[src/rtl/cal_pkg.sv]
// Shared constants, codes and types for the cursor array list.
`default_nettype none
package cal_pkg;

   localparam int DEPTH  = 16;
   localparam int ELEM_W = 32;
   localparam int CUR_W  = $clog2(DEPTH);
   localparam int CNT_W  = $clog2(DEPTH + 1);
   localparam int OP_W   = 3;
   localparam int ST_W   = 2;

   localparam logic [CNT_W-1:0] CAP_RESET = CNT_W'(DEPTH);

   typedef enum logic [OP_W-1:0] {
      REQ_READ   = 3'd0,
      REQ_INSERT = 3'd1,
      REQ_REMOVE = 3'd2,
      REQ_JUMP   = 3'd3,
      REQ_START  = 3'd4,
      REQ_END    = 3'd5,
      REQ_PREV   = 3'd6,
      REQ_NEXT   = 3'd7
   } cal_op_type;

   typedef enum logic [ST_W-1:0] {
      ST_OK         = 2'd0,
      ST_FULL       = 2'd1,
      ST_NO_ELEMENT = 2'd2,
      ST_RANGE      = 2'd3
   } cal_status_type;

   // broadcast to every cell of the chain
   typedef struct packed {
      logic              insert;
      logic              remove;
      logic [CUR_W-1:0]  cursor;
      logic [ELEM_W-1:0] new_value;
   } cal_ctl_type;

endpackage
`default_nettype wire

[src/rtl/cursor_array_list_unit.sv]
// Top level of the cursor array list: request decode, cursor and count, chain of cells.
// Latency: a result word appears in the cycle after its request word is accepted.
// Throughput: one request word per cycle unless a result stalls; cells from the cursor up shift.
// A result waiting in the output register does not block the next request if rsp_ready is high.
// Reset (synchronous, active high): count 0, cursor 0, capacity 16, no result pending.
// Cell contents are not cleared; a cell is only read after it has been written.
`default_nettype none
module cursor_array_list_unit (
   input  wire logic                       clock,
   input  wire logic                       reset,
   // request channel
   input  wire logic                       req_valid,
   output logic                            req_ready,
   input  wire logic [cal_pkg::OP_W-1:0]   req_type,
   input  wire logic [cal_pkg::ELEM_W-1:0] req_new_value,
   input  wire logic [cal_pkg::CUR_W-1:0]  req_target_position,
   // result channel
   output logic                            rsp_valid,
   input  wire logic                       rsp_ready,
   output logic      [cal_pkg::ELEM_W-1:0] rsp_read_value,
   output logic      [cal_pkg::ST_W-1:0]   rsp_status,
   output logic      [cal_pkg::CUR_W-1:0]  rsp_cursor_now,
   output logic      [cal_pkg::CNT_W-1:0]  rsp_count_now,
   // capacity register write
   input  wire logic                       csr_valid,
   output logic                            csr_ready,
   input  wire logic [cal_pkg::CNT_W-1:0]  csr_data
);
   import cal_pkg::*;

   localparam logic [CNT_W-1:0] DEPTH_CNT = CNT_W'(DEPTH);

   // control state
   logic [CNT_W-1:0] count_ff,    count_in;
   logic [CUR_W-1:0] cursor_ff,   cursor_in;
   logic [CNT_W-1:0] capacity_ff;
   logic             rsp_valid_ff;

   // result payload
   logic [ELEM_W-1:0] rsp_read_ff, read_in;
   logic [ST_W-1:0]   rsp_status_ff;
   logic [CUR_W-1:0]  rsp_cursor_ff;
   logic [CNT_W-1:0]  rsp_count_ff;

   cal_op_type        op;
   cal_status_type    status_in;
   logic              accept;
   logic              do_insert;
   logic              do_remove;
   logic [CNT_W-1:0]  eff_cap;
   logic [CNT_W-1:0]  cursor_ext;
   logic [ELEM_W-1:0] cur_value;
   cal_ctl_type       ctl;
   logic [ELEM_W-1:0] cell_value [DEPTH];

   // output register frees itself when the consumer takes the word
   assign req_ready = !rsp_valid_ff || rsp_ready;
   assign accept    = req_valid && req_ready;
   assign csr_ready = 1'b1;

   assign op         = cal_op_type'(req_type);
   assign eff_cap    = (capacity_ff > DEPTH_CNT) ? DEPTH_CNT : capacity_ff;
   assign cursor_ext = CNT_W'(cursor_ff);
   assign cur_value  = cell_value[cursor_ff];

   // request decode: status, new cursor and count, chain command
   always_comb begin
      status_in = ST_OK;
      read_in   = '0;
      cursor_in = cursor_ff;
      count_in  = count_ff;
      do_insert = 1'b0;
      do_remove = 1'b0;
      unique case (op)
         REQ_READ: begin
            if (cursor_ext >= count_ff) begin
               status_in = ST_NO_ELEMENT;
            end else begin
               read_in = cur_value;
            end
         end
         REQ_INSERT: begin
            if (count_ff >= eff_cap || count_ff >= DEPTH_CNT || cursor_ext > count_ff) begin
               status_in = ST_FULL;
            end else begin
               do_insert = 1'b1;
               count_in  = count_ff + CNT_W'(1);
            end
         end
         REQ_REMOVE: begin
            if (cursor_ext >= count_ff) begin
               status_in = ST_NO_ELEMENT;
            end else begin
               read_in   = cur_value;
               do_remove = 1'b1;
               count_in  = count_ff - CNT_W'(1);
               // cursor fell off the end: step back one
               if (cursor_ext == count_in && cursor_ff != '0) begin
                  cursor_in = cursor_ff - CUR_W'(1);
               end
            end
         end
         REQ_JUMP: begin
            if (CNT_W'(req_target_position) >= count_ff) begin
               status_in = ST_RANGE;
            end else begin
               cursor_in = req_target_position;
            end
         end
         REQ_START: begin
            cursor_in = '0;
         end
         REQ_END: begin
            // empty list keeps the cursor at 0
            cursor_in = (count_ff == '0) ? '0 : CUR_W'(count_ff - CNT_W'(1));
         end
         REQ_PREV: begin
            if (cursor_ff != '0) begin
               cursor_in = cursor_ff - CUR_W'(1);
            end
         end
         REQ_NEXT: begin
            if (cursor_ext + CNT_W'(1) < count_ff) begin
               cursor_in = cursor_ff + CUR_W'(1);
            end
         end
         default: begin
            cursor_in = cursor_ff;
         end
      endcase
   end

   // chain command, only on an accepted word
   assign ctl.insert    = accept && do_insert;
   assign ctl.remove    = accept && do_remove;
   assign ctl.cursor    = cursor_ff;
   assign ctl.new_value = req_new_value;

   // row of cells; the first cell sees zero on its left, the last its own value on its right
   for (genvar i = 0; i < DEPTH; i++) begin : g_cell
      logic [ELEM_W-1:0] left_value;
      logic [ELEM_W-1:0] right_value;
      if (i == 0) begin : g_first
         assign left_value = '0;
      end else begin : g_mid_l
         assign left_value = cell_value[i-1];
      end
      if (i == DEPTH - 1) begin : g_last
         assign right_value = cell_value[i];
      end else begin : g_mid_r
         assign right_value = cell_value[i+1];
      end
      cal_cell u_cell (
         .clock       (clock),
         .cell_index  (CUR_W'(i)),
         .ctl         (ctl),
         .left_value  (left_value),
         .right_value (right_value),
         .value       (cell_value[i])
      );
   end

   // control registers
   always_ff @(posedge clock) begin
      if (reset) begin
         count_ff     <= '0;
         cursor_ff    <= '0;
         capacity_ff  <= CAP_RESET;
         rsp_valid_ff <= 1'b0;
      end else begin
         if (accept) begin
            count_ff  <= count_in;
            cursor_ff <= cursor_in;
         end
         if (csr_valid) begin
            capacity_ff <= csr_data;
         end
         if (accept) begin
            rsp_valid_ff <= 1'b1;
         end else if (rsp_ready) begin
            rsp_valid_ff <= 1'b0;
         end
      end
   end

   // result word register
   always_ff @(posedge clock) begin
      if (accept) begin
         rsp_read_ff   <= read_in;
         rsp_status_ff <= status_in;
         rsp_cursor_ff <= cursor_in;
         rsp_count_ff  <= count_in;
      end
   end

   assign rsp_valid      = rsp_valid_ff;
   assign rsp_read_value = rsp_read_ff;
   assign rsp_status     = rsp_status_ff;
   assign rsp_cursor_now = rsp_cursor_ff;
   assign rsp_count_now  = rsp_count_ff;

   // checks
   a_count_bound: assert property (@(posedge clock) disable iff (reset)
      count_ff <= DEPTH_CNT)
      else $error("element count above depth");

   a_cursor_in_list: assert property (@(posedge clock) disable iff (reset)
      (count_ff == '0) ? (cursor_ff == '0) : (cursor_ext < count_ff))
      else $error("cursor outside the list");

   a_fail_zero: assert property (@(posedge clock) disable iff (reset)
      (rsp_valid_ff && rsp_status_ff != ST_OK) |-> (rsp_read_ff == '0))
      else $error("failed request carries data");

   a_insert_count: assert property (@(posedge clock) disable iff (reset)
      (accept && op == REQ_INSERT && status_in == ST_OK)
      |=> (count_ff == $past(count_ff) + CNT_W'(1)))
      else $error("insert did not grow the list");

   a_fail_hold: assert property (@(posedge clock) disable iff (reset)
      (accept && status_in != ST_OK) |=> $stable(count_ff) && $stable(cursor_ff))
      else $error("failed request changed state");

endmodule
`default_nettype wire

[src/rtl/cal_cell.sv]
// One storage cell of the list chain: holds, takes a neighbor's value, or loads a new one.
`default_nettype none
module cal_cell (
   input  wire logic                       clock,
   input  wire logic [cal_pkg::CUR_W-1:0]  cell_index,
   input  wire cal_pkg::cal_ctl_type       ctl,
   input  wire logic [cal_pkg::ELEM_W-1:0] left_value,
   input  wire logic [cal_pkg::ELEM_W-1:0] right_value,
   output logic      [cal_pkg::ELEM_W-1:0] value
);
   import cal_pkg::*;

   logic [ELEM_W-1:0] value_ff;
   logic [ELEM_W-1:0] value_in;

   // insert and remove never come together; neither means hold
   always_comb begin
      value_in = value_ff;
      if (ctl.insert) begin
         if (cell_index == ctl.cursor) begin
            value_in = ctl.new_value;
         end else if (cell_index > ctl.cursor) begin
            value_in = left_value;
         end
      end else if (ctl.remove) begin
         if (cell_index >= ctl.cursor) begin
            value_in = right_value;
         end
      end
   end

   always_ff @(posedge clock) begin
      value_ff <= value_in;
   end

   assign value = value_ff;

endmodule
`default_nettype wire

[config.mk]
export PLATFORM = sky130hd
export DESIGN_NAME = cursor_array_list_unit
export DESIGN_NICKNAME = d
export VERILOG_FILES = /design/src/rtl/cal_pkg.sv /design/src/rtl/cursor_array_list_unit.sv /design/src/rtl/cal_cell.sv
export SDC_FILE = /design/constraint.sdc
export NUM_CORES = 1
export LEC_CHECK = 0
export BUFFER_PORTS_ARGS = -buffer_cell sky130_fd_sc_hd__buf_2
export CAP_MARGIN = 20
export CORE_MARGIN = 2
export CORE_UTILIZATION = 63
export DETAILED_ROUTE_END_ITERATION = 16
export PLACE_DENSITY = 0.82
export SYNTH_ARGS = -nofsm -noshare
export SYNTH_HDL_FRONTEND = slang
export SYNTH_SLANG_ARGS = --single-unit
[constraint.sdc]
create_clock -name clock -period 7.6 [get_ports clock]
set_input_delay 1.9 -clock clock [delete_from_list [all_inputs] [get_ports clock]]
set_output_delay 1.9 -clock clock [all_outputs]
set_load 0.02 [all_outputs]
======== Word level (Yosys, flattened, before mapping) ========
Index checks and enable logic that the tools add are counted.
W data, S select, Z words.
operators by class
  add/subtract/negate cells ............... 5
  $lt $le $gt $ge ......................... 39
  equal/unequal tests ..................... 38
  mux-type cells .......................... 101
  bitwise logic cells ..................... 2
  reductions and logical operators ........ 48
operators with widths
  operator              count
  $mux W32              79
  $bmux W32 S4          1
  $ne A3 B1 Y1 const B  15
  $reduce_and A3 Y1     15
  $reduce_bool A2 Y1    18
  $eq A4 B4 Y1 const A  8
  $gt A4 B4 Y1 const A  8
  $ge A4 B4 Y1 const A  7
  $mux W4               6
  $pmux W4 S6           1
  $eq A3 B4 Y1 const A  4
  $ge A3 B4 Y1 const A  4
  $gt A3 B4 Y1 const A  4
  $mux W5               3
  $eq A3 B3 Y1 const B  4
  $ge A4 B5 Y1          2
  $ge A5 B5 Y1 const B  2
  $pmux W5 S2           1
  $eq A2 B4 Y1 const A  2
  $ge A1 B4 Y1 const A  2
  $ge A2 B4 Y1 const A  2
  $gt A1 B4 Y1 const A  2
  $gt A2 B4 Y1 const A  2
  $mux W1               7
  other kinds (26)      34
word-level totals
  bits in registers ....................... 570
  input bits .............................. 49
  output and inout bits ................... 46
  word-level logic and storage cells ...... 257

======== Depth between registers and ports, before layout ========
  word-level depth ........................ 10
  mapped depth ............................ 13
  depth with buffers taken out ............ 10

======== Modules after synthesis ========
Synthesis repeated with hierarchy kept, for this count alone.
unflattened totals
  cell total of the unflattened synthesis .. 2983
  area total of the unflattened synthesis .. 35153.7 µm²
by module, submodules not included
  module                  times used  cells an instance  area each (µm²)  sequential area each (µm²)
  cal_cell                16          152                1737.9           960.9
  cursor_array_list_unit  1           551                7347.0           1591.5

======== Worst setup path before layout ========
No wires, ideal clock.
  kind .................................... input to register
  from .................................... in req_type[2] in the netlist's numbering
  to ...................................... reg g_cell[2].u_cell.value_ff[0], enable pin
  setup time .............................. 0.502 ns
  data arrival time ....................... 5.978 ns
  required time ........................... 7.098 ns
  setup slack ............................. 1.120 ns
  cell stages on the path ................. 6
  buffers on the path ..................... 1
  cells stage by stage .................... buf_2 -> nor2_2 -> nand2_1 -> a2111oi_4 -> o21ai_4 -> nor4_1
on the way
  word-level cells in the longest chain between the ends .. 5
  elaborated cells on any way between the ends .. 10
  classes of those cells .................. eq/ne: 3; mux: 2; reduce/logical: 5
ends and longest elaborated chain
  element                                                              RTL line                                                      RTL
  from (decl)                                                          cursor_array_list_unit.sv:14                                  input wire logic [cal_pkg::OP_W-1:0] req_type,
  $eq A3 B1 Y1 or $eq A3 B2 Y1 (tied branches)                         cursor_array_list_unit.sv:74                                  unique case (op)
  $mux W1                                                              cursor_array_list_unit.sv:74
  $logic_and A1 B1 Y1 (on tied branches)                               cursor_array_list_unit.sv:134, cursor_array_list_unit.sv:135
  $ne A3 B1 Y1 (no source line) or $reduce_bool A2 Y1 (tied branches)  -
  $reduce_and A3 Y1 (no source line) (*)                               -
  to (signal assigned)                                                 cal_cell.sv:33                                                value_ff <= value_in;
  to (decl)                                                            cal_cell.sv:13                                                logic [ELEM_W-1:0] value_ff;
Every way passes the cells marked *; elsewhere a longest branch is shown, timed or not.
A chain may end at the register's enable or synchronous reset.

======== Worst setup path in the final report ========
  from .................................... reg cursor_ff[0]
  to ...................................... reg g_cell[1].u_cell.value_ff[2], enable pin
on the way
  word-level cells in the longest chain between the ends .. 7
  elaborated cells on any way between the ends .. 16
  classes of those cells .................. order compare: 4; eq/ne: 2; mux: 4; reduce/logical: 6
ends and longest elaborated chain
  element                                                              RTL line                       RTL
  from (decl)                                                          cursor_array_list_unit.sv:35   logic [CUR_W-1:0] cursor_ff, cursor_in;
  from (signal assigned)                                               cursor_array_list_unit.sv:173  cursor_ff <= cursor_in;
  $gt A4 B5 Y1                                                         cursor_array_list_unit.sv:83   if (count_ff >= eff_cap || count_ff >= DEPTH_CNT || cursor_ext > count_ff) begin
  $logic_or A1 B1 Y1                                                   cursor_array_list_unit.sv:83
  $mux W1                                                              cursor_array_list_unit.sv:83
  $mux W1                                                              cursor_array_list_unit.sv:74
  $logic_and A1 B1 Y1                                                  cursor_array_list_unit.sv:134  assign ctl.insert = accept && do_insert;
  $ne A3 B1 Y1 (no source line) or $reduce_bool A2 Y1 (tied branches)  -
  $reduce_and A3 Y1 (no source line) (*)                               -
  to (signal assigned)                                                 cal_cell.sv:33
  to (decl)                                                            cal_cell.sv:13
Marked as above.

==> summary.md <==
| Metric | Value |
|---|---|
| Run status | `complete, no violations` |
| Data required time at the worst endpoint | `about 8000 ps` |
| Met1 Resource Use GR | `roughly 49%` |
| Category of the worst setup path capture point | `register` |
| Final critical path time including I/O delays and setup | `between 4000 and 5000 ps` |
| Post-placement cell area | `approximately 34,000 µm²` |
| CTS tree | `yes` |
| CTS sink cnt | `between 500 and 600` |
| Startpoint-to-endpoint class of the critical path | `register to register` |
| Relative max-transition margin | `~28%` |
| Area of the die | `54,500 µm²` |
| Power Density | `around 210 nW/µm²` |
| Final period utilization | `a little over three fifths` |
| Cell area after technology mapping | `33,200 µm²` |
| Vias in the first global route | `between 20,000 and 25,000` |
| Fraction of synthesis flops using an asynchronous set or reset pin | `0%` |
| Total instance count after detailed placement | `3,523` |
| Lkg Pwr | `approximately 0.014 µW` |
| # fillers | `3,691` |
| DR WL/cell | `26.8 µm` |
| Number of distinct standard cells referenced by the synthesized netlist | `between 70 and 80` |
| Cell with the largest stage delay on the worst path | `nor2_4` |
| Gate count of the mapped netlist | `just under 3,000` |
| CP startpoint kind | `register` |
| Per-instance average area after synthesis | `11.2 µm²` |
| GR Util met3 | `slightly below 8%` |
| Overall via count from detail_route | `approximately 25,000` |
| Biggest area contributors in the synthesized netlist | `edfxtp_1 (50%), mux2i_1 (16%), nand2_1 (6.3%)` |
| Final non-filler cell area | `about 36,000 µm²` |
| Top cell type by total area after synthesis | `edfxtp_1` |
| Share of layout cells above drive strength 1 | `between 10% and 20%` |
| Top Ports | `95` |
| Max incr delay on CP | `just under 800 ps` |
| Setup bufs post-CTS | `0` |
| Unrepaired setup endpoints after global routing | `no` |
| Most Used Layer, Global Route | `met2` |
| Number of buffers and inverters on the critical path | `2` |
| Largest net degree at the start of global routing | `around 290` |
| Path category of the worst min-delay check | `register to register` |
| Synthesized netlist net count | `3,030` |
| Root Driver | `clkbuf_16` |
| Number of remaining DRC errors | `0` |
| Worst clock skew on the final layout | `around 23 ps` |
| Final hold violation count | `0` |
| Die Y-Extent | `233 µm` |
| Area of the core region | `about 52,000 µm²` |
| Layout overhead on the synthesized area | `8.33%` |
| Antenna violations before repair | `3` |
| Sum of overflow across all layers after global routing | `0` |
| Global-route track usage on met2 | `54.8%` |
| Post-synthesis sequential element count | `570` |
| Area of the multi-input gates | `15,100 µm²` |
| MaxCap Viol Count | `0` |
| Worst path top cell family by delay | `compound AO/OA/AOI/OAI gates` |
| CTS Hold Buffers Added | `0` |
| Width of the die | `around 230 µm` |
| # rows | `84` |
| Highest clock rate | `approximately 210 MHz` |
| Global routing usage summed across all routing layers | `35.8%` |
| Maximum count of clock buffers along a single path | `3` |
| Starting utilization of the core area | `63.4%` |
| CTS Buf Count | `60` |
| Layout Nets | `2,972` |
| Aggregate negative setup slack | `0 ps` |
| Least-Margin Pin Slew | `about 1100 ps` |
| Final setup violation count | `0` |
| Fin Hold WS | `just over 500 ps` |
| Final instance count without filler cells | `~3,600` |
| Util after Layout | `between 60 and 70%` |
| Pins over their slew limit | `0` |
| TritonRoute pass-1 iters | `6` |
| CTS H-Tree Depth | `2` |
| Critical Path Fanout Max | `28` |
| Register clock-pin slew on the reported worst setup and hold paths | `~60 ps` |
| First-pass GRT wire length | `147,000 µm` |
| Iteration-0 DRC count of the detailed router | `3,933` |
| Post-CTS sizing | `0` |
| DP Wirelength | `around 55,000 µm` |
| Count of warnings emitted by yosys | `0` |
| Vias per inst | `between 6 and 7` |
| Clock network latency to the later pin of the worst-skew pair | `650 ps` |
| Count of nets left with antenna violations after detail routing | `0` |
| Area of all sequential standard cells | `17,000 µm²` |
| Data arrival time of the critical path | `5060 ps` |
| Critical path, cell by cell | `clkinv_1, ha_1, nand4_1, o21a_1, a2111oi_4, o21ai_4, nor2_4, buf_4` |
| Buffers on Ports | `93` |
| Top flip-flop cell by instance count after synthesis | `edfxtp_1` |
| Maximum vdd drop | `just over 200 µV` |
| Share of the synthesized area in the top cell type | `50.2%` |
| Final RePlAce weighted congestion | `between 0.8 and 0.9` |
| Number of synthesized flops with an enable pin | `about 560` |
| Total wirelength of the detailed-routed design | `~98,000 µm` |
| Sequential-to-total area share from yosys stat | `51.2%` |
| R2R setup slack | `approximately 2800 ps` |
path summary, 6_finish.rpt:
path                                                   to      startpoint  depth (start not counted)
worst max-delay path            g_cell[1].u_cell.value[2]    cursor_ff[0]                          8
worst max register to register  g_cell[1].u_cell.value[2]    cursor_ff[0]                          8
worst min register to register             capacity_ff[2]  capacity_ff[2]                          2
worst min-delay path                       capacity_ff[2]  capacity_ff[2]                          2
cell usage after synthesis (6+ instances only):
cell and instances:
ha_1 24, nor2_1 37, o21ai_0 331, a21o_1 9
buf_2 106, a21oi_1 46, and2_1 7, a211oi_1 26
mux4_2 77, buf_4 15, mux2i_1 541, o21ai_1 159
nand2_1 559, nand3_1 50, inv_1 16, clkbuf_1 133
o22ai_1 28, dfxtp_1 15, mux2_2 55, edfxtp_1 555
o221ai_1 28, nand2b_1 9, buf_1 11, nor3_1 24
a31oi_1 8, xnor2_1 6
stage by stage:
stage / total power [µW] / worst slack (ps)
2_1_floorplan: 4400 / 1120
3_3_place_gp: 4700 / 2560
3_5_place_dp: 4740 / 2450
4_1_cts: 7600 / 2730
5_1_grt: 7820 / 2550
6_report: 7620 / 2830
logic make-up after synthesis:
logic type / synth area share [%]
flops: 51.2
fa+ha+maj: 0.905
compound gates: 11.5
simple gates: 9.00
buf+inv: 3.84
xor+xnor: 0.211
mux: 23.4
other cells: 0.0113
tightest hold or removal path, stage by stage, from the launching register on:
cell	delay [ps]
dfxtp_1	320
mux2i_1	70
nor2_1	80
per-layer routing:
metal  wire [µm]  up-vias
met5          26        -
met2       43800     1818
met4        5130        4
met3       12700      367
li1            -    10958
met1       35900    12047
sequential cells by signal, indices dropped and copies added (netlist names):
name	count
rsp_status	2
rsp_cursor_now	4
g_cell.u_cell.value	512
rsp_valid	1
capacity_ff	5
count_ff	5
cursor_ff	4
rsp_count_now	5
rsp_read_value	32
layout by cell type, fill, tap and decap left out, types with 16 or more instances in the layout:
| cell type | netlist | final |
|---|---|---|
| edfxtp_1 | 555 | 555 |
| nand2_1 | 559 | 552 |
| mux2i_1 | 541 | 541 |
| o21ai_0 | 331 | 331 |
| o21ai_1 | 159 | 159 |
| buf_2 | 106 | 93 |
| mux4_2 | 77 | 77 |
| clkbuf_16 | 0 | 62 |
| mux2_2 | 55 | 55 |
| buf_4 | 15 | 48 |
| a21oi_1 | 46 | 46 |
| nand3_1 | 50 | 46 |
| nor2_1 | 37 | 30 |
| o22ai_1 | 28 | 28 |
| o221ai_1 | 28 | 28 |
| a211oi_1 | 26 | 24 |
| ha_1 | 24 | 24 |
| nor3_1 | 24 | 22 |
| clkinv_1 | 2 | 19 |
| clkinv_2 | 0 | 16 |
where the power goes:
| part | internal, µW | switching (µW) |
|---|---|---|
| Clock | 1620 | 1290 |
| Combinational | 350 | 680 |
| Sequential | 3590 | 91.2 |
layout make-up:
class,count,share of cell area [%]
sequential,570,47.3
multi-input combinational,2102,42.2
clock buffer,72,4.42
timing repair buffer,147,2.67
tap,688,2.40
clock inverter,42,0.874
inverter,18,0.192
antenna,2,0.0139
No activity file was read; power rests on OpenSTA's default activity.
